**src/rtl/core/drr_pkg.sv**
```systemverilog
package drr_pkg;

   // defaults for the top-level parameters
   localparam int SETS_DEF        = 2048;
   localparam int WAYS_DEF        = 16;
   localparam int LEADER_SETS_DEF = 64;
   localparam int DUEL_WIDTH_DEF  = 10;

   // transaction field widths
   localparam int SET_INDEX_W = 11;
   localparam int WAY_INDEX_W = 4;
   localparam int BLOCK_W     = 32;
   localparam int DRAW_W      = 5;
   localparam int VICTIM_W    = 4;

   // wide enough for any way number (WAYS <= 32)
   localparam int WAY_FIELD_W = 5;

   // restoring steps for set % SETS (SETS >= 64) and way % WAYS (WAYS >= 2)
   localparam int SET_MOD_STEPS = 5;
   localparam int WAY_MOD_STEPS = 3;

   localparam logic [1:0] RRPV_MAX  = 2'd3;
   localparam logic [1:0] RRPV_NEAR = 2'd2;
   localparam logic [1:0] RRPV_HIT  = 2'd0;

   typedef logic [1:0] kind_type;
   localparam kind_type KIND_FOLLOW = 2'd0;
   localparam kind_type KIND_SRRIP  = 2'd1;
   localparam kind_type KIND_BRRIP  = 2'd2;

   localparam logic REQ_VICTIM = 1'b0;
   localparam logic REQ_UPDATE = 1'b1;

   typedef struct packed {
      logic                   found;
      logic [WAY_FIELD_W-1:0] way;
   } search_type;

endpackage

```
**src/rtl/core/drr_upd_unit.sv**
```systemverilog
// Update after an access: stream detector, hit promotion / fill insertion,
// dead flag and duel counter movement.
module drr_upd_unit #(
   parameter int WAYS       = drr_pkg::WAYS_DEF,
   parameter int DUEL_WIDTH = drr_pkg::DUEL_WIDTH_DEF
) (
   input  logic [2*WAYS-1:0]          rrpv_row,
   input  logic [WAYS-1:0]            dead_row,
   input  logic                       stream_bit,
   input  logic [drr_pkg::BLOCK_W-1:0] prev_block,
   input  drr_pkg::kind_type          kind,
   input  logic [$clog2(WAYS)-1:0]    way,
   input  logic [drr_pkg::BLOCK_W-1:0] block_address,
   input  logic                       was_hit,
   input  logic [drr_pkg::DRAW_W-1:0] random_draw,
   input  logic [DUEL_WIDTH-1:0]      duel,
   output logic [2*WAYS-1:0]          rrpv_new,
   output logic [WAYS-1:0]            dead_new,
   output logic                       stream_new,
   output logic [DUEL_WIDTH-1:0]      duel_new
);

   localparam int WAY_BITS = $clog2(WAYS);
   localparam logic [DUEL_WIDTH-1:0] DUEL_MID = {1'b1, {(DUEL_WIDTH-1){1'b0}}};

   logic [drr_pkg::BLOCK_W-1:0] delta;
   logic                        prev_nz;
   logic                        step_one;
   logic [1:0]                  bimodal;
   logic [1:0]                  ins;
   logic [1:0]                  fill_rrpv;

   assign delta    = block_address - prev_block;
   assign prev_nz  = |prev_block;
   assign step_one = (delta == drr_pkg::BLOCK_W'(1)) || (&delta);

   always_comb begin
      priority if (prev_nz && step_one) begin
         stream_new = 1'b1;
      end else if (prev_nz && (|delta)) begin
         stream_new = 1'b0;
      end else begin
         stream_new = stream_bit;
      end
   end

   assign bimodal = (random_draw == '0) ? drr_pkg::RRPV_NEAR : drr_pkg::RRPV_MAX;

   always_comb begin
      priority if (kind == drr_pkg::KIND_SRRIP) begin
         ins = drr_pkg::RRPV_NEAR;
      end else if (kind == drr_pkg::KIND_BRRIP) begin
         ins = bimodal;
      end else begin
         ins = (duel >= DUEL_MID) ? drr_pkg::RRPV_NEAR : bimodal;
      end
   end

   assign fill_rrpv = stream_new ? drr_pkg::RRPV_MAX : ins;

   always_comb begin
      rrpv_new = rrpv_row;
      dead_new = dead_row;
      for (int i = 0; i < WAYS; i++) begin
         if (way == WAY_BITS'(i)) begin
            rrpv_new[2*i +: 2] = was_hit ? drr_pkg::RRPV_HIT : fill_rrpv;
            dead_new[i]        = was_hit ? 1'b0 : stream_new;
         end
      end
   end

   // leader-set hits steer the duel, saturating at both ends
   always_comb begin
      duel_new = duel;
      if (was_hit) begin
         priority if (kind == drr_pkg::KIND_SRRIP && !(&duel)) begin
            duel_new = duel + DUEL_WIDTH'(1);
         end else if (kind == drr_pkg::KIND_BRRIP && (|duel)) begin
            duel_new = duel - DUEL_WIDTH'(1);
         end
      end
   end

endmodule

```
**config.mk**
```make
export PLATFORM = sky130hd
export DESIGN_NAME = drr_upd_unit
export DESIGN_NICKNAME = d
export VERILOG_FILES = /design/src/rtl/core/drr_pkg.sv /design/src/rtl/core/drr_upd_unit.sv
export SDC_FILE = /design/constraint.sdc
export NUM_CORES = 1
export LEC_CHECK = 0
export ABC_CLOCK_PERIOD_IN_PS = 4400
export BUFFER_PORTS_ARGS = -buffer_cell sky130_fd_sc_hd__buf_2
export CAP_MARGIN = 30
export CORE_ASPECT_RATIO = 1.4
export CORE_MARGIN = 1.5
export CORE_UTILIZATION = 49
export DETAILED_ROUTE_END_ITERATION = 8
export GPL_TIMING_DRIVEN = 1
export PLACE_DENSITY = 0.9
export SLEW_MARGIN = 30
export SYNTH_ARGS = -nofsm -noshare
export SYNTH_HDL_FRONTEND = slang
export SYNTH_SLANG_ARGS = --single-unit
```
**constraint.sdc**
```tcl
create_clock -name vclk -period 4.4
set_input_delay 0.22 -clock vclk [all_inputs]
set_output_delay 0.22 -clock vclk [all_outputs]
set_load 0.03 [all_outputs]
```
==> results.md <==
* GR peak layer: met2
* DRT antenna net count at 0
* Vias in the first global route at 4940
* Cell Pwr Density at 130.2 nW/um^2
* # clk buffers at 0
* Post-synth top area share at 10.69%
* Peak VDD IR at 0.08367 mV
* DRT Wirelength at 13680 um
* Syn Nets at 801
* Seq Cell Count at 0
* Critical-path cell list: buf_2 -> inv_1 -> ha_1 -> nand4_1 -> or3_1 -> a21oi_2 -> nor2_1 -> xnor2_1 -> or4b_1 -> or4_1 -> nor4_4 -> buf_12 -> o211ai_1 -> nand3_1 -> buf_2
* Share of layout cells above drive strength 1 at 28.75%
* Placed Instances at 900
* Mapped Area at 3980 sq um
* Area delta synth->final at 25.75%
* Critical path's top delay family: simple AND/OR/NAND/NOR gates
* Post-Synthesis Mean Instance Area at 6.308 sq um
* Largest net degree at the start of global routing at 23
* Die ar. at 8680 sq um
* Initial antenna violation count at 0
* Max Fclk at 0.2424 GHz
* Pre-CTS setup slack at 0.2659 ns
* Slew @ Worst Pin at 0.6817 ns
* Fraction of the cycle the final worst path needs at 93.76%
* Crit-path slowest cell: or4b_1
* Final total power at 651.5 uW
* Area post-placement at 4995 sq um
* Most Frequent Cell on Critical Path: buf_2
* Initial Utilization at 51.04%
* Die Height at 109.6 um
* Final period demand of the worst path at 4.126 ns
* Wire per inst at 15.20 um
* Diodes inserted at 0
* Synth Instances at 631
* Int Pwr at 247.0 uW
* Via count at 5491
* Switching pwr at 404.5 uW
* Crit. path cell count at 15
* Post-CTS sizing at 0
* Gr usage total at 29.46%
* Seq pwr share at 0%
* Buf/Inv on CP at 4
* Worst setup margin at 0.2743 ns
* IO buf count at 194
* Nets at 972
* RSZ-0062 raised after global routing: false
* Crit path largest cell delay at 0.49 ns
* Grt met1 use at 33.17%
* Final Hold Fails at 0
* Leak pwr at 2.590 nW
* Endpoints failing setup at 0
* CP arrival at 3.91 ns
* Final Non-Filler Cells at 900
* DRT iter0 DRCs at 352
* Outcome: completed
* Comb pwr share at 100.0%
* Design area at 5005 sq um
* Setup Fix Bufs, Post-CTS at 0
* Synth area leaders: ha_1, a21oi_1, nand2_1, nor2_1, a21o_1
* First-pass GRT wire length at 21500 um
* Initial DRT Pass Iterations at 5
* Reg area at 0 sq um
* Vias per cell at 6.101
* Area of the core at 7797 sq um
* GRT overflow at 0
* Post-synth cell types at 76
* Cts hold-fix bufs at 0
* Residual DRC count at 0
* Clock power frac at 0%
* Startpoint Class: input port
* Area leader, netlist: ha_1
* Worst hold path depth at 3
* Crit path kind: input port to output port
* Dpl hpwl at 11550 um
* Max-cap violations at 0
* Switching Share at 62.09%
* I/O pin count at 194
* Worst setup EP type: output port
* Fillers at 773
* Grt met2 use at 56.41%
* Rows at 38
* Die X at 79.17 um
* GP Congestion at 0.9479
* Area of the multi-input gates at 3685 sq um
* Slew headroom at 54.50%
* Total negative setup slack at 0 ns
* Maximum fanout along the worst path at 17
* Met3 usage at 2.158%
* WP data required at 4.18 ns
* Sequential area share after synthesis at 0%
* Final slew viol count at 0
* Yosys warns at 0
* Worst min path class: input port to output port
cell families after synthesis:
| group | after synthesis | share of synthesized area, % |
|---|---|---|
| mux | 6 | 1.509 |
| buf+inv | 73 | 7.670 |
| compound gates | 198 | 35.78 |
| xor+xnor | 28 | 6.162 |
| fa+ha+maj | 35 | 11.19 |
| simple gates | 291 | 37.69 |
layer usage:
layer	vias to the layer above	routed length [um]
met2	274	6833
li1	2680	-
met1	2485	5368
met3	52	964
met4	0	517
met5	-	0
synth_stat cells, types with 3 or more instances:
cell type and number:
o21ai_1 3, clkbuf_1 16, nor2_1 60, xnor2_1 8, or2_2 3, a21o_1 25, and3_1 18, o211ai_2 10
nand3_1 34, nor2b_1 8, or4_1 8, a211oi_1 5, nand2b_1 4, nor4_1 12, xor2_1 20, o31ai_1 3
inv_1 43, nand4_1 20, a31oi_1 5, ha_1 34, buf_1 3, nor3_1 7, o21ai_0 20, o22ai_1 3
a211o_1 3, o31a_1 3, a221oi_1 3, a21oi_1 67, or3_1 7, o21a_1 7, o211ai_1 15, a22oi_1 3
buf_2 6, mux2i_1 6, nand2_1 87, and4_1 3
cells in the final DEF (no fill, tap or decap), types with 4 or more instances in the layout:
cell type  count
nor2_1        59
nand2b_1       4
nor3_1         7
or3_1          7
nand2_1       87
inv_1         43
nand4_1       20
nor4_1        12
o21ai_0       20
o211ai_1      15
a211oi_1       5
mux2i_1        6
o211ai_2      10
buf_2        194
or4_1          8
nand3_1       34
a31oi_1        5
and3_1        18
nor2b_1        8
ha_1          34
xor2_1        20
a21o_1        25
xnor2_1        8
a21oi_1       67
o21a_1         7
power groups by stage:
| stage | sequential, mW | clock, mW | combinational [mW] |
|---|---|---|---|
| final | 0 | 0 | 0.652 |
| after detailed placement | 0 | 0 | 0.638 |
| after floorplan | 0 | 0 | 0.452 |
| after global routing | 0 | 0 | 0.709 |
| after CTS | 0 | 0 | 0.641 |
| after global placement | 0 | 0 | 0.630 |
final timing paths:
kind | end | from
hold / removal | duel_new[5] | duel[5]
setup / recovery | rrpv_new[22] | prev_block[7]
area by class of cell:
class / count / share of cell area [%]
tap: 100 / 2.500
timing repair buffer: 199 / 20.65
inverter: 43 / 3.225
multi-input combinational: 558 / 73.62
metrics by stage:
step / utilization [%] / hold WS (ns)
2_1_floorplan: - / 0.6162
3_3_place_gp: 64.06 / 0.7785
3_5_place_dp: 64.06 / 0.7835
4_1_cts: 64.06 / 0.7860
5_1_grt: 64.18 / 0.8038
6_report: 64.18 / 0.7864
Power figures use the tool's default switching activity.
