$ cat config.mk
export PLATFORM = sky130hd
export DESIGN_NAME = drr_ram
export DESIGN_NICKNAME = d
export VERILOG_FILES = /design/src/rtl/core/drr_ram.sv
export SDC_FILE = /design/constraint.sdc
export NUM_CORES = 1
export LEC_CHECK = 0
export ABC_CLOCK_PERIOD_IN_PS = 2610
export BUFFER_PORTS_ARGS = -buffer_cell sky130_fd_sc_hd__buf_2
export CORE_MARGIN = 4
export CORE_UTILIZATION = 60
export DETAILED_ROUTE_END_ITERATION = 10
export MAX_ROUTING_LAYER = met4
export PLACE_DENSITY_LB_ADDON = 0.15
export SYNTH_ARGS = -nofsm -noshare
export SYNTH_HDL_FRONTEND = slang
export SYNTH_SLANG_ARGS = --single-unit
$ cat constraint.sdc
create_clock -name clock -period 2.61 [get_ports clock]
set_input_delay 0.522 -clock clock [delete_from_list [all_inputs] [get_ports clock]]
set_output_delay 0.522 -clock clock [all_outputs]
set_load 0.01 [all_outputs]
$ cat src/rtl/core/drr_ram.sv
module drr_ram #(
   parameter int WIDTH = 8,
   parameter int DEPTH = 16
) (
   input  logic                     clock,
   input  logic                     wr_en,
   input  logic [$clog2(DEPTH)-1:0] wr_addr,
   input  logic [WIDTH-1:0]         wr_data,
   input  logic                     rd_en,
   input  logic [$clog2(DEPTH)-1:0] rd_addr,
   output logic [WIDTH-1:0]         rd_data
);

   logic [WIDTH-1:0] mem_ff [DEPTH];
   logic [WIDTH-1:0] rd_data_ff;

   always_ff @(posedge clock) begin
      if (wr_en) begin
         mem_ff[wr_addr] <= wr_data;
      end
      if (rd_en) begin
         rd_data_ff <= mem_ff[rd_addr];
      end
   end

   assign rd_data = rd_data_ff;

endmodule

==> run metrics, run 1 <==
outcome=finished, final reports clean; final hold violations=0; CTS tree=built; share of the synthesized area in the top cell type=0.781; r2r setup slk=1.04 ns; max_cap viols=0; Final WS setup=0.907 ns; clock slew at reported path FFs=0.06 ns; Syn-to-layout area delta=18.2%; layout cell share with drive strength beyond 1=0.314; Initial Util=0.627; Skew-Pair Late Insertion Delay=roughly 0.51 ns; final wirelength=10,400 um; Setup WS pre-CTS=0.396 ns; Critical Path RT=2.86 ns; HP Start=rd_en; layout net count=301; I/O pin total=27; crit path DAT=1.96 ns; clock sink total=136; total global routing overflow=0; post-layout min period=1.70 ns; cell area after synthesis=5230 um2; RePlAce Congestion=0.731; critical path startpoint category=primary input; die width=101 um; Max IR drop VDD=0.524 mV; critical path endpoint category=flop; n_diodes=0; Seq cells post-synth=136; critical setup path kind=primary input to flop; CTS buffer count=17; Core Region=8340 um2; Mean Syn Cell Area=between 20 and 25 um2; root buffer cell=clkbuf_8; Fill cells=467; clk_skew=0.00630 ns; Hold Path Class=primary input to flop; largest net degree at the start of global routing=33; DR vias=2,536; dominant cell type by area after synthesis=edfxtp_1; commonest non-fill, non-tap cell in the layout=edfxtp_1; f_max=0.587 GHz; die height=101 um; DRT iter0 DRCs=221; most frequent cells in the layout=edfxtp_1, buf_2, mux4_2; Distinct cells, synth=18; post-synthesis sequential area ratio=0.781; die area=10,300 um2; H-tree Lvls=4; R2R Path Start=mem_ff[6][0]; DRC viols=0; RSZ-0062 raised after global routing=false; Worst Hold End=rd_data[0]; Syn Inst Count=229; P per Cell Area=about 840 nW/um2; Reg2Reg Depth=3; port bufs=26; HPWL Detailed=6060 um; number of placement rows=33; final slew viol count=0; first-pass GRT wire length=15,600 um; Post-Syn Nets=approximately 250; Reg2Reg Capture Point=rd_data[0]; Resized Gates After CTS=0; vias per cell=approximately 6.4; post-route cell area=6180 um2; Lkg Pwr=2.11 nW; # hold bufs at CTS=0; placed inst area=roughly 5600 um2; Tot GR Track Use=0.231; synth top area cells=edfxtp_1, mux4_2, mux4_1, a22oi_1, nor2_1; DRT Pass-1 Iters=6; YS warnings=0; Rel. slew slack=0.538; hold path depth=1; Post-CTS Setup Bufs=0; antenna violations before repair=0; Least-Margin Pin Slew=0.690 ns; Setup TNS Final=0 ns; ANT nets after route=0; Avg WL per Cell=26.1 um; Setup-failing EPs final=0; Final period util=0.653; critical-path maximum fanout=32; number of global-route vias before repair=2,432; clock buffer depth=2
==> routing by layer <==
metal / global-route usage / wire length (um) / vias up / share of wire
li1: - / - / 1088 / -
met1: 0.341 / 4360 / 1316 / 0.42
met2: 0.316 / 4940 / 122 / 0.48
met3: 0.0682 / 976 / 10 / 0.094
met4: 0.0706 / 110 / 0 / 0.011
met5: - / 0 / - / 0
==> registers in the layout, indices dropped and copies added, names as in the netlist <==
| name | count |
|---|---|
| rd_data | 8 |
| mem_ff | 128 |
==> cell usage after synthesis, drive strengths merged <==
cell type,count
buf,7
and2,1
nand3,1
mux4,32
nand2,9
a22oi,16
nor2,13
edfxtp,136
nand2b,2
clkdlybuf4s25,3
or3b,1
nor2b,1
nor3,4
and2b,1
nand3b,2
==> worst max-delay path, cell delays in order <==
cell	delay (ns)
buf_2	0.11
buf_12	0.25
mux4_1	0.63
a22oi_1	0.31
nand2_1	0.11
==> metrics by stage <==
stage                     total power, mW   util  hold slack, ns  std cells
final                                5.20  0.741           0.385        398
after global routing                 5.37  0.741           0.365        398
after CTS                            5.23  0.741           0.370        398
after detailed placement             2.75  0.667           0.739        368
after global placement               2.75  0.667           0.724        368
after floorplan                      2.65      -           0.621        229
==> where the power goes <==
group | internal [mW] | switching (mW) | total, mW
registers | 2.46 | 0.0129 | 2.47
clock network | 1.64 | 0.852 | 2.49
logic | 0.0955 | 0.140 | 0.236
==> kinds of logic (layout without fill, tap and decap cells) <==
| group | after synthesis | count (layout) | synth area share |
|---|---|---|---|
| and+or+nand+nor | 35 | 35 | 0.0314 |
| muxes | 32 | 32 | 0.148 |
| buffers and inverters | 10 | 74 | 0.0165 |
| AOI/OAI and AO/OA | 16 | 16 | 0.0230 |
| DFF | 136 | 136 | 0.781 |
==> cell type report <==
type | instances | area [um2] | area share
timing repair buffer | 44 | 290 | 0.0470
clock inverter | 12 | 200 | 0.0324
sequential | 136 | 4080 | 0.661
tap | 105 | 131 | 0.0213
multi-input combinational | 83 | 1060 | 0.171
clock buffer | 18 | 418 | 0.0676
==> worst max-delay path by stage <==
stage                           from            to  slack (ns)  depth (start not counted)
after floorplan           wr_addr[2]  mem_ff[0][0]        0.60                          2
after global placement    rd_addr[0]    rd_data[1]        0.40                          5
after detailed placement  rd_addr[0]    rd_data[2]        0.40                          5
after CTS                 rd_addr[0]    rd_data[2]        0.89                          5
after global routing      rd_addr[0]    rd_data[2]        0.85                          5
final                     rd_addr[0]    rd_data[2]        0.91                          5
Note: power is estimated with default switching activity, not from simulation.
==> run 2, diff against run 1 <==
--- a/config.mk
+++ b/config.mk
@@ -5,10 +5,11 @@
 export SDC_FILE = /design/constraint.sdc
 export NUM_CORES = 1
 export LEC_CHECK = 0
-export ABC_CLOCK_PERIOD_IN_PS = 2610
+export ABC_AREA = 1
+export ABC_CLOCK_PERIOD_IN_PS = 1500
 export BUFFER_PORTS_ARGS = -buffer_cell sky130_fd_sc_hd__buf_2
 export CORE_MARGIN = 4
-export CORE_UTILIZATION = 60
+export CORE_UTILIZATION = 55
 export DETAILED_ROUTE_END_ITERATION = 10
 export MAX_ROUTING_LAYER = met4
 export PLACE_DENSITY_LB_ADDON = 0.15
==> constraint.sdc (replaced) <==
create_clock -name clock -period 1.5 [get_ports clock]
set_input_delay 0.3 -clock clock [delete_from_list [all_inputs] [get_ports clock]]
set_output_delay 0.3 -clock clock [all_outputs]
set_load 0.01 [all_outputs]
==> run metrics, run 2 <==
vias per cell=5.26 (-17%); Skew-Pair Late Insertion Delay=0.52 ns (about the same); H-tree Lvls=4 (unchanged); Post-synth EDFFs=136 (unchanged); Hold Path Class=primary input to flop; Least-Margin Pin Slew=0.595 ns (-0.0955 ns); synth top area cells=edfxtp_1, nand2_1, nand3_1, inv_1, buf_6; die width=111 um (+9.6%); hold path depth=1 (unchanged); clk_skew=0.00601 ns (-0.000294 ns); final hold violations=0 (unchanged); Setup WS pre-CTS=-0.0901 ns (-0.486 ns); root buffer cell=clkbuf_8; Post-CTS Setup Bufs=0 (unchanged); DR vias=3,922 (+55%); Seq cells post-synth=136 (unchanged); overall power=9.19 mW (+77%); critical path startpoint category=flop; most frequent cells after synthesis=nand2_1, edfxtp_1, inv_1; HP Start=rd_en; CTS tree=built; outcome=finished, final reports clean; largest net degree at the start of global routing=45 (+36%); DRT iter0 DRCs=276 (+25%); Resized Gates After CTS=0 (unchanged); max incr delay on CP=0.40 ns (-0.23 ns); Rel. slew slack=0.603 (+0.0648); antenna violations before repair=0 (unchanged); # hold bufs at CTS=0 (unchanged); most frequent cell after synthesis=nand2_1; highest metal used=met4; routed wl met2=6000 um (+21%); Worst Hold End=rd_data[0]; crit-path cells=buf_2; crit path DAT=1.08 ns (-0.88 ns); die height=111 um (+9.6%); critical setup path kind=flop to primary output; Syn-to-layout area delta=17.5%; commonest non-fill, non-tap cell in the layout=nand2_1; Critical Path RT=1.20 ns (-1.66 ns); max reg flops=128 (unchanged); number of global-route vias before repair=3,900 (+60%); ys flop type=edfxtp_1; Distinct cells, synth=11 (-7); critical path endpoint category=primary output; post-layout min period=1.38 ns; final wirelength=13,000 um (+26%); DRT Pass-1 Iters=5 (-1); post-route cell area=6870 um2 (+11%); layout net count=617 (+100%); Core Region=10,300 um2 (+24%); Initial Util=0.566 (-0.0604); Max IR drop VDD=0.734 mV (+40%); critical-path maximum fanout=1 (-97%); final hold slack=0.138 ns (-0.247 ns); most frequent cells in the layout=nand2_1, edfxtp_1, inv_1; first-pass GRT wire length=21,100 um (+35%); f_max=just over 0.7 GHz; Final WS setup=0.115 ns (-0.792 ns); Syn Inst Count=551 (+140%); clock slew at reported path FFs=0.06 ns (about the same); YS warnings=0 (unchanged); HPWL Detailed=8070 um (+33%); die area=12,300 um2 (+20%); RSZ-0062 raised after global routing=false; Metal-1 WL=5940 um (+36%); Reg2Reg Capture Point=rd_data[7]; layout cell share with drive strength beyond 1=0.138 (-0.176); ANT nets after route=0 (unchanged); Setup-failing EPs final=0 (unchanged); RePlAce Congestion=0.867 (+19%); placed inst area=6250 um2 (+12%); Post-Syn Nets=570 (+130%); final slew viol count=0 (unchanged); cell family with most CP delay=flip-flops; Reg2Reg Depth=6 (+3); max_cap viols=0 (unchanged); r2r setup slk=0.31 ns (-0.73 ns); DRC viols=0 (unchanged); Biggest register=mem_ff; clock buffer depth=2 (unchanged); total global routing overflow=0 (unchanged); share of the synthesized area in the top cell type=0.698 (-0.0828); number of placement rows=37 (+12%); Mean Syn Cell Area=10.6 um2 (-54%); R2R Path Start=mem_ff[3][7]; dominant cell type by area after synthesis=edfxtp_1; cell area after synthesis=5850 um2 (+12%); metal3 WL=752 um (-23%); Setup TNS Final=0 ns (unchanged); Tot GR Track Use=0.233 (+0.00244); I/O pin total=27 (unchanged); CTS buffer count=17 (unchanged); post-synthesis sequential area ratio=0.698 (-0.0828); Final period util=0.923; n_diodes=0 (unchanged); Lkg Pwr=2.99 nW (+42%); clock sink total=136 (unchanged); Buf/Inv on CP=1 (-1); P per Cell Area=1340 nW/um2 (+59%); ys async rst share=0 (unchanged); Slowest cell on crit path=edfxtp_1; Avg WL per Cell=17.5 um (-33%); port bufs=26 (unchanged)
==> run 2: final cells by class <==
type	instances	area [um2]
fillers	786	3450
clock buffers	17	414
inverters	102	383
multi-input cells	289	1210
clock inverters	14	206
flip-flops and latches	136	4080
repair buffers	52	400
well taps	136	170
==> run 2: routing by layer <==
metal  up-vias  global-route usage
met5         -                   -
met4         0               0.101
met3        31              0.0398
met2       135               0.345
met1      1877               0.322
li1       1879                   -
==> run 2: per-stage QoR <==
stage / std cells / utilization
3_5_place_dp: 715 / 0.606
3_3_place_gp: 715 / 0.606
2_1_floorplan: 551 / -
6_report: 746 / 0.666
5_1_grt: 746 / 0.666
4_1_cts: 746 / 0.666
==> run 2: kinds of logic after synthesis <==
family / Yosys count / synth area share
and+or+nand+nor: 289 / 0.208
DFF: 136 / 0.698
buffers and inverters: 126 / 0.0939
==> run 2: how the worst max path moves through the flow <==
stage                     depth (start not counted)       start            end
final                                             1  rd_data[1]     rd_data[1]
after global routing                              1  rd_data[1]     rd_data[1]
after CTS                                         1  rd_data[1]     rd_data[1]
after detailed placement                          8  rd_addr[0]     rd_data[5]
after global placement                            8  rd_addr[0]     rd_data[7]
after floorplan                                   2  wr_addr[2]  mem_ff[10][0]
==> run 2: where the power goes <==
part / leakage (nW) / total (mW) / switching [mW] / internal [mW]
registers: 1.24 / 4.31 / 0.0225 / 4.28
clock network: 0.301 / 4.34 / 1.50 / 2.84
logic: 1.46 / 0.552 / 0.380 / 0.173
total: 2.99 / 9.19 / 1.90 / 7.30
==> run 3, diff against run 2 <==
--- a/config.mk
+++ b/config.mk
@@ -9,10 +9,12 @@
 export ABC_CLOCK_PERIOD_IN_PS = 1500
 export BUFFER_PORTS_ARGS = -buffer_cell sky130_fd_sc_hd__buf_2
 export CORE_MARGIN = 4
-export CORE_UTILIZATION = 55
+export CORE_UTILIZATION = 57
+export CTS_BUF_LIST = sky130_fd_sc_hd__clkbuf_4
 export DETAILED_ROUTE_END_ITERATION = 10
 export MAX_ROUTING_LAYER = met4
 export PLACE_DENSITY_LB_ADDON = 0.15
+export SLEW_MARGIN = 10
 export SYNTH_ARGS = -nofsm -noshare
 export SYNTH_HDL_FRONTEND = slang
 export SYNTH_SLANG_ARGS = --single-unit
==> run metrics, run 3 (synthesized netlist as in run 2, its figures left out) <==
Core Region=9860 um2 (-4.4%); layout cell share with drive strength beyond 1=0.141 (+0.00282); RePlAce Congestion=0.846 (-2.4%); Buf/Inv on CP=1 (unchanged); critical path endpoint category=primary output; critical path startpoint category=flop; Slowest cell on crit path=edfxtp_1; DR vias=3,971 (+1.2%); die height=109 um (-1.6%); number of global-route vias before repair=3,846 (-1.4%); commonest non-fill, non-tap cell in the layout=nand2_1; HPWL Detailed=8380 um (+3.9%); Least-Margin Pin Slew=0.589 ns (-0.00613 ns); DRC viols=0 (unchanged); Initial Util=0.593 (+0.0264); final slew viol count=0 (unchanged); critical setup path kind=flop to primary output; RSZ-0062 raised after global routing=false; CTS buffer count=17 (unchanged); Avg WL per Cell=17.7 um (+1.3%); critical-path maximum fanout=1 (unchanged); vias per cell=5.33 (+1.4%); Skew-Pair Late Insertion Delay=0.52 ns (about the same); # hold bufs at CTS=0 (unchanged); placed inst area=6200 um2 (-0.74%); port bufs=26 (unchanged); n_diodes=0 (unchanged); sequential share of power=0.551 (+0.083); Hold Path Class=primary input to flop; cell family with most CP delay=flip-flops; post-route cell area=6570 um2 (-4.3%); Critical Path RT=1.20 ns (about the same); Final period util=0.951 (+0.0280); first-pass GRT wire length=20,900 um (-0.85%); Post-CTS Setup Bufs=0 (unchanged); die area=11,900 um2 (-3.3%); Setup TNS Final=0 ns (unchanged); total global routing overflow=0 (unchanged); clock slew at reported path FFs=0.12 ns (+0.06 ns); Syn-to-layout area delta=12.4%; ANT nets after route=0 (unchanged); die width=109 um (-1.6%); DRT Pass-1 Iters=6 (+1); Resized Gates After CTS=0 (unchanged); register area=4080 um2 (unchanged); I/O pin total=27 (unchanged); number of placement rows=36 (-2.7%); clock sink total=136 (unchanged); P_sw=1.69 mW (-11%); overall power=7.81 mW (-15%); H-tree Lvls=4 (unchanged); max_cap viols=0 (unchanged); Clock Power Share=0.380 (-0.092); Rel. slew slack=0.607 (+0.00409); clk_skew=0.0134 ns (+0.00740 ns); final hold violations=0 (unchanged); P per Cell Area=1190 nW/um2 (-11%); DRT iter0 DRCs=339 (+23%); clock buffer depth=2 (unchanged); P_int=6.12 mW (-16%); crit path DAT=1.13 ns (+0.05 ns); largest net degree at the start of global routing=40 (-11%); most frequent cells in the layout=nand2_1, edfxtp_1, inv_1; f_max=0.701 GHz (-2.9%); post-layout min period=1.43 ns (+0.0419 ns); antenna violations before repair=0 (unchanged); max reg flops=128 (unchanged); Setup-failing EPs final=0 (unchanged); Fill cells=742 (-5.6%); crit-path cells=buf_2; outcome=finished, final reports clean; Max IR drop VDD=0.645 mV (-12%); CTS tree=built; combinational power share=0.069 (+0.009); Tot GR Track Use=0.252 (+0.0190); final wirelength=13,200 um (+1.2%); Switching Fraction=0.216 (+0.00958); max incr delay on CP=0.44 ns (+0.04 ns); Lkg Pwr=2.87 nW (-4.2%); layout net count=618 (+0.16%); root buffer cell=clkbuf_4; Biggest register=mem_ff; Multi-input gate area=1210 um2 (unchanged)
-- run 3: cell types whose count changed in the layout (fill, tap and decap cells not counted), moves of 2 or more --
cell	change
buf_12	-4
buf_4	+5
clkbuf_16	-16
clkbuf_4	+19
clkinv_2	-2
-- run 3: layer usage --
layer | global-route usage | vias to the layer above | share of wire
li1 | - | 1877 | -
met1 | 0.350 | 1868 | 0.43
met2 | 0.369 | 199 | 0.46
met3 | 0.0533 | 27 | 0.088
met4 | 0.0980 | 0 | 0.023
met5 | - | - | 0
-- run 3: stage by stage --
step | hold WS, ns | setup slack [ns] | cells | util
floorplan | 0.399 | 0.249 | 551 | -
global placement | 0.686 | -0.0157 | 713 | 0.629
detailed placement | 0.691 | -0.0310 | 713 | 0.629
CTS | 0.0969 | 0.0260 | 745 | 0.666
global route | 0.0752 | 0.00428 | 745 | 0.666
finish | 0.144 | 0.0732 | 745 | 0.666
-- run 3: path summary, 6_finish.rpt --
path	from	endpoint	slack, ns	cells after the start
min	rd_en	rd_data[1]	0.14	1
max reg2reg	mem_ff[5][4]	rd_data[4]	0.31	6
max	rd_data[7]	rd_data[7]	0.07	1
min reg2reg	mem_ff[15][4]	rd_data[4]	0.77	6
-- run 3: final cells by class --
cell class / instances / area share
clock inverter: 13 / 0.0344
multi-input combinational: 289 / 0.185
inverter: 102 / 0.0582
timing repair buffer: 53 / 0.0544
tap: 133 / 0.0253
clock buffer: 19 / 0.0217
sequential: 136 / 0.621
-- run 3: power groups by stage --
stage	sequential, mW	clock (mW)	combinational (mW)
final	4.30	2.97	0.539
after global routing	4.31	3.19	0.598
after CTS	4.30	3.02	0.539
after detailed placement	4.39	0	0.535
after global placement	4.39	0	0.525
after floorplan	4.39	0	0.300
