File: src/rtl/core/drr_pkg.sv
package drr_pkg;

   // defaults for the top-level parameters
   localparam int SETS_DEF        = 2048;
   localparam int WAYS_DEF        = 16;
   localparam int LEADER_SETS_DEF = 64;
   localparam int DUEL_WIDTH_DEF  = 10;

   // transaction field widths
   localparam int SET_INDEX_W = 11;
   localparam int WAY_INDEX_W = 4;
   localparam int BLOCK_W     = 32;
   localparam int DRAW_W      = 5;
   localparam int VICTIM_W    = 4;

   // wide enough for any way number (WAYS <= 32)
   localparam int WAY_FIELD_W = 5;

   // restoring steps for set % SETS (SETS >= 64) and way % WAYS (WAYS >= 2)
   localparam int SET_MOD_STEPS = 5;
   localparam int WAY_MOD_STEPS = 3;

   localparam logic [1:0] RRPV_MAX  = 2'd3;
   localparam logic [1:0] RRPV_NEAR = 2'd2;
   localparam logic [1:0] RRPV_HIT  = 2'd0;

   typedef logic [1:0] kind_type;
   localparam kind_type KIND_FOLLOW = 2'd0;
   localparam kind_type KIND_SRRIP  = 2'd1;
   localparam kind_type KIND_BRRIP  = 2'd2;

   localparam logic REQ_VICTIM = 1'b0;
   localparam logic REQ_UPDATE = 1'b1;

   typedef struct packed {
      logic                   found;
      logic [WAY_FIELD_W-1:0] way;
   } search_type;

endpackage

File: src/rtl/core/drr_row_unit.sv
// Shared age/search unit: saturating add to every RRPV, then first-way search
// over either the RRPV==3 mask or the dead mask. Also reports 3 - max(RRPV).
module drr_row_unit #(
   parameter int WAYS = drr_pkg::WAYS_DEF
) (
   input  logic [2*WAYS-1:0]       rrpv_row,
   input  logic [WAYS-1:0]         dead_row,
   input  logic [1:0]              amount,
   input  logic                    sel_dead,
   output logic [2*WAYS-1:0]       aged_row,
   output drr_pkg::search_type     search,
   output logic [1:0]              gap
);

   logic [WAYS-1:0] at_max;
   logic [WAYS-1:0] mask;
   logic            any_max;
   logic            any_hi;
   logic            any_nz;

   always_comb begin
      logic [2:0] sum;
      any_max = 1'b0;
      any_hi  = 1'b0;
      any_nz  = 1'b0;
      for (int i = 0; i < WAYS; i++) begin
         sum = {1'b0, rrpv_row[2*i +: 2]} + {1'b0, amount};
         aged_row[2*i +: 2] = (sum > {1'b0, drr_pkg::RRPV_MAX}) ? drr_pkg::RRPV_MAX : sum[1:0];
         at_max[i] = (aged_row[2*i +: 2] == drr_pkg::RRPV_MAX);
         any_max = any_max | (rrpv_row[2*i +: 2] == drr_pkg::RRPV_MAX);
         any_hi  = any_hi | rrpv_row[2*i + 1];
         any_nz  = any_nz | (|rrpv_row[2*i +: 2]);
      end
   end

   assign mask = sel_dead ? dead_row : at_max;

   // lowest set bit wins
   always_comb begin
      search = '0;
      for (int i = WAYS - 1; i >= 0; i--) begin
         if (mask[i]) begin
            search.found = 1'b1;
            search.way   = drr_pkg::WAY_FIELD_W'(i);
         end
      end
   end

   always_comb begin
      priority if (any_max) begin
         gap = 2'd0;
      end else if (any_hi) begin
         gap = 2'd1;
      end else if (any_nz) begin
         gap = 2'd2;
      end else begin
         gap = 2'd3;
      end
   end

endmodule

File: config.mk
export PLATFORM = sky130hd
export DESIGN_NAME = drr_row_unit
export DESIGN_NICKNAME = d
export VERILOG_FILES = /design/src/rtl/core/drr_pkg.sv /design/src/rtl/core/drr_row_unit.sv
export SDC_FILE = /design/constraint.sdc
export NUM_CORES = 1
export LEC_CHECK = 0
export ABC_AREA = 1
export CORE_ASPECT_RATIO = 0.7
export CORE_MARGIN = 2
export CORE_UTILIZATION = 41
export DETAILED_ROUTE_END_ITERATION = 12
export DONT_BUFFER_PORTS = 1
export GPL_ROUTABILITY_DRIVEN = 0
export SKIP_LAST_GASP = 1
export SLEW_MARGIN = 20
export SYNTH_ARGS = -nofsm -noshare
export SYNTH_HDL_FRONTEND = slang
export SYNTH_SLANG_ARGS = --single-unit
File: constraint.sdc
create_clock -name vclk -period 6.7
set_clock_uncertainty 0.2 [all_clocks]
set_input_delay 0.67 -clock vclk [all_inputs]
set_output_delay 0.67 -clock vclk [all_outputs]
set_load 0.05 [all_outputs]
==> impl_metrics.env, run 1 <==
export IMPL_p_int_mw=0.0380
export IMPL_cp_common_cell="nand2_1"
export IMPL_startpoint="amount[1]"
export IMPL_hold_class="primary input to output pin"
export IMPL_status="finished, final reports clean"
export IMPL_syn_avg_cell_area_sq_um=6.07
export IMPL_top_layer="met3"
export IMPL_layout_min_cycle_time_ns=4.68
export IMPL_vias_per_cell=4.74
export IMPL_ir_drop_mv=0.0488
export IMPL_num_rows=18
export IMPL_initial_core_util_pct=42.4
export IMPL_area_growth_pct=1.19
export IMPL_power_switching_mw=0.159
export IMPL_wl_met1_um=1860
export IMPL_layout_commonest_cell="inv_1"
export IMPL_setup_violations=0
export IMPL_max_freq_mhz=214
export IMPL_tightest_slew_ns=1.02
export IMPL_finalWorstSetupSlack_ns=2.02
export IMPL_p_leak_nw=0.875
export IMPL_ctsResizeCount=0
export IMPL_synth_cell_type_count=26
export IMPL_max_slew_margin_rel_pct=32.1
export IMPL_seqPwrFrac_pct=0
export IMPL_worst_setup_path_end_kind="output pin"
export IMPL_mappedNetlistArea_sq_mm=0.00147
export IMPL_switching_share_pct=80.7
export IMPL_max_stage_delay_ns=0.76
export IMPL_crit_arrival_ns=3.81
export IMPL_dieArea_sq_mm=0.00409
export IMPL_drc=0
export IMPL_drv_cap=0
export IMPL_grt_pass1_vias=1332
export IMPL_synth_net_count=325
export IMPL_numSequentialCells=0
export IMPL_ios=91
export IMPL_dp_slack_ns=1.99
export IMPL_critPathLaunchType="primary input"
export IMPL_seq_area_sq_um=0
export IMPL_power_density_mw_per_mm2=133
export IMPL_final_cell_mix="inv_1, nand2_1, nand3_1, fa_1, ha_1"
export IMPL_dr_wl_met2_um=1700
export IMPL_postCtsSetupBuffers=0
export IMPL_grt_max_degree=30
export IMPL_crit_chain="inv_1 > fa_1 > nand2_1 > nand3_1 > nand2_1 > nor2_1 > o31ai_1 > nand2_1 > nand2_1 > nand2_1 > a21boi_1"
export IMPL_core_sq_mm=0.00347
export IMPL_placed_cell_area_sq_mm=0.00149
export IMPL_drtAntennaViolNets=0
export IMPL_hold_buffers=0
export IMPL_p_clk_share_pct=0
export IMPL_path_class="primary input to output pin"
export IMPL_wl_met3_um=390
export IMPL_synthCells=242
export IMPL_fin_crit_sh_pct=69.8
export IMPL_setup_tns_ns=0
export IMPL_hpwl_um=3510
export IMPL_drt_wl_total_um=3950
export IMPL_final_cell_area_sq_mm=0.00149
export IMPL_wl_per_cell_um=13.7
export IMPL_final_core_utilization_pct=42.9
export IMPL_grt_overflow=0
export IMPL_placed_cells=288
export IMPL_nets=323
export IMPL_yosys_warnings=0
export IMPL_grt_antenna_before_repair=0
export IMPL_seq_area_frac_synth_pct=0
export IMPL_combPwrFrac_pct=100.0
export IMPL_vias=1364
export IMPL_crit_path_top_delay_cell="a21boi_1"
export IMPL_dr_pass1_iters=4
export IMPL_drtIter0Drc=46
export IMPL_hold_viol=0
export IMPL_port_buffers=0
export IMPL_fill_cells=400
export IMPL_drive_gt1_share_pct=3.36
export IMPL_die_x_um=75.5
export IMPL_drv_slew=0
export IMPL_required_ns=5.83
export IMPL_rsz0062_at_grt="false"
export IMPL_track_usage_pct=20.0
export IMPL_grt_first_pass_wirelength_um=6270
export IMPL_crit_path_max_fanout=15
export IMPL_final_cell_count_no_fill=288
export IMPL_nClkBuffers=0
export IMPL_antenna_cells=0
export IMPL_fp_dieH_um=54.1
export IMPL_worstSetupEndpoint="search[1]"
[stage by stage]
step	power, mW	hold WS (ns)
floorplan	0.178	1.37
global placement	0.196	1.40
detailed placement	0.197	1.40
CTS	0.198	1.40
global route	0.219	1.48
finish	0.197	1.41
[layout make-up]
| class | count | area [sq um] | area share, % |
|---|---|---|---|
| Tap cell | 50 | 62.6 | 4.21 |
| Inverter | 76 | 285 | 19.2 |
| Multi-Input combinational cell | 162 | 1140 | 76.6 |
[cells in the mapped netlist]
| library cell | count | area share [%] |
|---|---|---|
| buf_6 | 2 | 1.5 |
| a21boi_0 | 1 | 0.51 |
| buf_4 | 1 | 0.51 |
| conb_1 | 1 | 0.26 |
| o21ai_0 | 10 | 3.4 |
| a221oi_1 | 4 | 2.4 |
| nand3_1 | 16 | 5.5 |
| o21ai_1 | 2 | 0.68 |
| and2_1 | 1 | 0.43 |
| ha_1 | 16 | 14 |
| nor4_1 | 8 | 3.4 |
| nor2_1 | 9 | 2.3 |
| o31ai_1 | 1 | 0.51 |
| o21ai_2 | 2 | 1.2 |
| buf_8 | 1 | 1.0 |
| a22o_1 | 1 | 0.60 |
| a21oi_2 | 1 | 0.60 |
| a41oi_1 | 1 | 0.60 |
| inv_1 | 74 | 19 |
| inv_2 | 2 | 0.51 |
| nor3_2 | 1 | 0.68 |
| nand4_1 | 3 | 1.3 |
| fa_1 | 16 | 22 |
| a21oi_1 | 1 | 0.34 |
| nand2_1 | 65 | 17 |
| or2_2 | 2 | 0.85 |
[worst min-delay path by stage]
stage | from | to | slack (ns) | cells after the start
2_1_floorplan | dead_row[0] | search[0] | 1.37 | 3
3_3_place_gp | dead_row[0] | search[0] | 1.40 | 3
3_5_place_dp | dead_row[0] | search[0] | 1.40 | 3
4_1_cts | dead_row[0] | search[0] | 1.40 | 3
5_1_grt | dead_row[0] | search[0] | 1.48 | 3
6_report | dead_row[0] | search[0] | 1.41 | 3
[critical path, delay by kind of cell]
family / cells / cell delay, ns
adder cells (fa/ha/maj): 1 / 0.55
buffers and inverters: 1 / 0.62
AND/OR/NAND/NOR: 7 / 0.95
AO/OA/AOI/OAI: 2 / 1.02
[kinds of logic (layout without fill, tap and decap cells)]
family	count (synthesis)	count (layout)	synth area share [%]
buffers and inverters	80	76	22.5
AO/OA/AOI/OAI	24	24	10.8
adder cells (fa/ha/maj)	32	32	35.4
AND/OR/NAND/NOR	105	105	31.0
other	1	1	0.255
[per-layer routing]
metal | vias to the layer above | global-route usage [%]
met5 | - | 0
met4 | 0 | 0.585
met3 | 0 | 3.75
met2 | 51 | 33.8
met1 | 577 | 27.9
li1 | 736 | -
[power groups by stage]
stage | clock network (mW) | logic [mW] | registers [mW]
detailed placement | 0 | 0.197 | 0
floorplan | 0 | 0.178 | 0
global route | 0 | 0.219 | 0
global placement | 0 | 0.196 | 0
finish | 0 | 0.197 | 0
CTS | 0 | 0.198 | 0
Power figures use the tool's default switching activity.
==> run 2: changes to the inputs <==
ABC_AREA = 0   (was 1)
clock period = 4.9 ns   (was 6.7 ns; I/O delays follow)
==> impl_metrics.env, run 2 <==
export IMPL_final_cell_mix="inv_1, nand2b_1, nand2_1, fa_1, ha_1"
export IMPL_multi_input_area_sq_mm=0.00135
export IMPL_postCtsSetupBuffers=0
export IMPL_crit_path_max_fanout=15
export IMPL_hold_buffers=0
export IMPL_grt_first_pass_wirelength_um=7180
export IMPL_drc=0
export IMPL_required_ns=4.21
export IMPL_area_growth_pct=4.42
export IMPL_worst_setup_path_end_kind="output pin"
export IMPL_ios=91
export IMPL_drtIter0Drc=59
export IMPL_seq_area_sq_um=0
export IMPL_dieArea_sq_mm=0.00416
export IMPL_yosys_warnings=0
export IMPL_synth_top_area_share_pct=21.4
export IMPL_max_stage_delay_ns=0.71
export IMPL_crit_chain="inv_1 > fa_1 > nor2b_1 > o22ai_1 > nand4b_1 > nor4_2 > nand4b_1"
export IMPL_synthCells=199
export IMPL_yosysTopAreaCell="fa_1"
export IMPL_vias_per_cell=5.62
export IMPL_seq_area_frac_synth_pct=0
export IMPL_drive_gt1_share_pct=7.04
export IMPL_setup_violations=0
export IMPL_port_buffers=0
export IMPL_numSequentialCells=0
export IMPL_track_usage_pct=21.9
export IMPL_rsz0062_at_grt="false"
export IMPL_synth_area_top_cells="fa_1, ha_1, nand2b_1"
export IMPL_core_sq_mm=0.00351
export IMPL_fp_dieH_um=54.6
export IMPL_drv_cap=0
export IMPL_crit_path_top_delay_cell="fa_1"
export IMPL_path_class="primary input to output pin"
export IMPL_grt_pass1_vias=1462
export IMPL_num_rows=18
export IMPL_max_slew_margin_rel_pct=37.1
export IMPL_hold_class="primary input to output pin"
export IMPL_grt_antenna_before_repair=0
export IMPL_vias=1399
export IMPL_wl_per_cell_um=17.9
export IMPL_syn_avg_cell_area_sq_um=7.53
export IMPL_fin_crit_sh_pct=76.7
export IMPL_hold_viol=0
export IMPL_grt_overflow=0
export IMPL_tightest_slew_ns=0.943
export IMPL_hold_path_end="gap[0]"
export IMPL_fill_cells=395
export IMPL_final_core_utilization_pct=44.6
export IMPL_initial_core_util_pct=42.7
export IMPL_power_density_mw_per_mm2=177
export IMPL_drt_wl_total_um=4470
export IMPL_synth_cell_type_count=37
export IMPL_drv_slew=0
export IMPL_critPathLaunchType="primary input"
export IMPL_min_from="rrpv_row[22]"
export IMPL_layout_commonest_cell="inv_1"
export IMPL_status="finished, final reports clean"
export IMPL_nClkBuffers=0
export IMPL_die_x_um=76.3
export IMPL_synthTopCellsByCount="inv_1, nand2b_1, nand2_1, fa_1, ha_1"
export IMPL_synth_net_count=282
export IMPL_dr_pass1_iters=4
export IMPL_max_freq_mhz=266
export IMPL_mappedNetlistArea_sq_mm=0.00150
export IMPL_drtAntennaViolNets=0
export IMPL_whs_path_depth=3
export IMPL_grt_max_degree=20
export IMPL_crit_arrival_ns=3.07
export IMPL_p_leak_nw=0.657
export IMPL_yosysMostFrequentCell="inv_1"
export IMPL_setup_tns_ns=0
export IMPL_cp_common_cell="nand4b_1"
export IMPL_hpwl_um=3910
export IMPL_ir_drop_mv=0.0847
export IMPL_layout_min_cycle_time_ns=3.76
export IMPL_antenna_cells=0
export IMPL_ctsResizeCount=0
export IMPL_nets=284
[run 2: through the flow]
stage          hold slack, ns  setup WS, ns  total power, mW  cells  area (sq um)
6_report                 1.04          1.14            0.277    249          1570
5_1_grt                  1.06         0.891            0.300    249          1570
4_1_cts                  1.04          1.11            0.277    249          1570
3_5_place_dp             1.04          1.12            0.277    249          1570
3_3_place_gp             1.04          1.16            0.276    249          1570
2_1_floorplan            1.05         0.992            0.248    199          1500
[run 2: logic make-up (layout without fill, tap and decap cells)]
group           count (synthesis)  after routing  synth area share (%)
other cells                     1              1                 0.250
buf+inv                        38             38                  10.3
compound gates                 37             37                  18.8
simple gates                   91             91                  35.9
fa+ha+maj                      32             32                  34.7
[run 2: how the worst max path moves through the flow]
stage | from | end | slack, ns | cells after the start
after floorplan | amount[1] | search[3] | 0.99 | 6
after global placement | amount[1] | search[5] | 1.16 | 6
after detailed placement | amount[1] | search[5] | 1.12 | 7
after CTS | amount[1] | search[5] | 1.11 | 7
after global routing | amount[1] | search[5] | 0.89 | 7
final | amount[1] | search[5] | 1.14 | 7
[run 2: critical path: cells and delay by family]
kind / cells / cell delay, ns
fa+ha+maj: 1 / 0.71
simple gates: 4 / 1.22
buf+inv: 1 / 0.38
compound gates: 1 / 0.26
[run 2: cell type report]
class / instances / share of cell area, %
inverters: 35 / 8.39
multi-input cells: 161 / 86.2
well taps: 50 / 4.00
repair buffers: 3 / 1.44
[run 2: report_power, final]
part	total, mW	switching, mW	internal [mW]
clock network	0	0	0
registers	0	0	0
logic	0.277	0.209	0.0686
total	0.277	0.209	0.0686
[run 2: layer usage]
layer,GRT usage [%],part of all wire (%),up-vias
li1,-,-,690
met1,30.3,47,645
met2,35.8,40,64
met3,6.93,12,0
met4,0.303,0,0
met5,0,0,-
==> run 3: changes to the inputs <==
clock period = 3.1 ns   (was 4.9 ns; I/O delays follow)
==> impl_metrics.env, run 3 (same netlist as run 2, synthesis figures left out) <==
export IMPL_hold_viol=0
export IMPL_max_freq_mhz=338
export IMPL_final_cell_mix="inv_1, nand2b_1, nand2_1, fa_1, ha_1"
export IMPL_numSequentialCells=0
export IMPL_nClkBuffers=0
export IMPL_power_mw=0.472
export IMPL_num_rows=18
export IMPL_dieArea_sq_mm=0.00416
export IMPL_drt_wl_total_um=4710
export IMPL_ctsResizeCount=0
export IMPL_grt_overflow=0
export IMPL_max_slew_margin_rel_pct=55.7
export IMPL_drive_gt1_share_pct=12.0
export IMPL_ir_drop_mv=0.160
export IMPL_ios=91
export IMPL_drv_slew=0
export IMPL_vias=1485
export IMPL_critPathLaunchType="primary input"
export IMPL_min_from="rrpv_row[21]"
export IMPL_hpwl_um=4050
export IMPL_power_density_mw_per_mm2=275
export IMPL_crit_arrival_ns=2.45
export IMPL_hold_class="primary input to output pin"
export IMPL_fin_crit_sh_pct=95.3
export IMPL_nets=293
export IMPL_grt_antenna_before_repair=0
export IMPL_hold_buffers=0
export IMPL_layout_commonest_cell="inv_1"
export IMPL_finalWorstSetupSlack_ns=0.144
export IMPL_startpoint="rrpv_row[20]"
export IMPL_placed_cells=258
export IMPL_track_usage_pct=22.7
export IMPL_port_buffers=0
export IMPL_required_ns=2.59
export IMPL_wl_per_cell_um=18.3
export IMPL_core_sq_mm=0.00351
export IMPL_area_growth_pct=14.5
export IMPL_crit_path_max_fanout=3
export IMPL_rsz0062_at_grt="false"
export IMPL_status="finished, final reports clean"
export IMPL_setup_violations=0
export IMPL_seq_area_sq_um=0
export IMPL_final_cell_count_no_fill=258
export IMPL_postCtsSetupBuffers=0
export IMPL_grt_max_degree=20
export IMPL_grt_first_pass_wirelength_um=7430
export IMPL_p_leak_nw=0.724
export IMPL_grt_pass1_vias=1477
export IMPL_dr_pass1_iters=5
export IMPL_hold_ws_ns=0.770
export IMPL_vias_per_cell=5.76
export IMPL_drtIter0Drc=77
export IMPL_path_class="primary input to output pin"
export IMPL_initial_core_util_pct=42.7
export IMPL_die_x_um=76.3
export IMPL_antenna_cells=0
export IMPL_worst_setup_path_end_kind="output pin"
export IMPL_drc=0
export IMPL_fp_dieH_um=54.6
export IMPL_drtAntennaViolNets=0
export IMPL_drv_cap=0
export IMPL_final_core_utilization_pct=48.9
export IMPL_tightest_slew_ns=0.657
export IMPL_layout_min_cycle_time_ns=2.96
export IMPL_dp_slack_ns=0.186
## run 3: critical path: stages
cell	delay, ns
ha_1	0.19
fa_1	0.47
a211o_1	0.30
o21ai_0	0.25
nand2_2	0.13
o311a_1	0.36
o31a_1	0.28
buf_12	0.16
## run 3: stage by stage
stage	setup TNS [ns]	cell area (sq um)
6_report	0	1720
5_1_grt	0	1720
4_1_cts	0	1720
3_5_place_dp	0	1720
3_3_place_gp	0	1720
2_1_floorplan	-0.294	1520
## run 3: cell type report
type                            count  area [sq um]
Fill cell                         370          1800
Multi-Input combinational cell    161          1370
Timing Repair Buffer               12           153
Inverter                           35           131
Tap cell                           50          62.6
## run 3: layer usage
| layer | vias to the layer above | wire (um) | GRT usage, % |
|---|---|---|---|
| met3 | 0 | 537 | 4.29 |
| met5 | - | 0 | 0 |
| met1 | 687 | 2190 | 32.4 |
| met4 | 0 | 0 | 0 |
| met2 | 88 | 1980 | 38.3 |
| li1 | 710 | - | - |
## run 3: power breakdown
part	total (mW)	internal (mW)	leakage (nW)	switching, mW
logic	0.472	0.132	0.724	0.340
clock network	0	0	0	0
registers	0	0	0	0
## run 3: worst paths after layout
path                    end  slack, ns  cells past startpoint
setup / recovery  search[1]       0.14                      8
hold / removal       gap[1]       0.77                      2
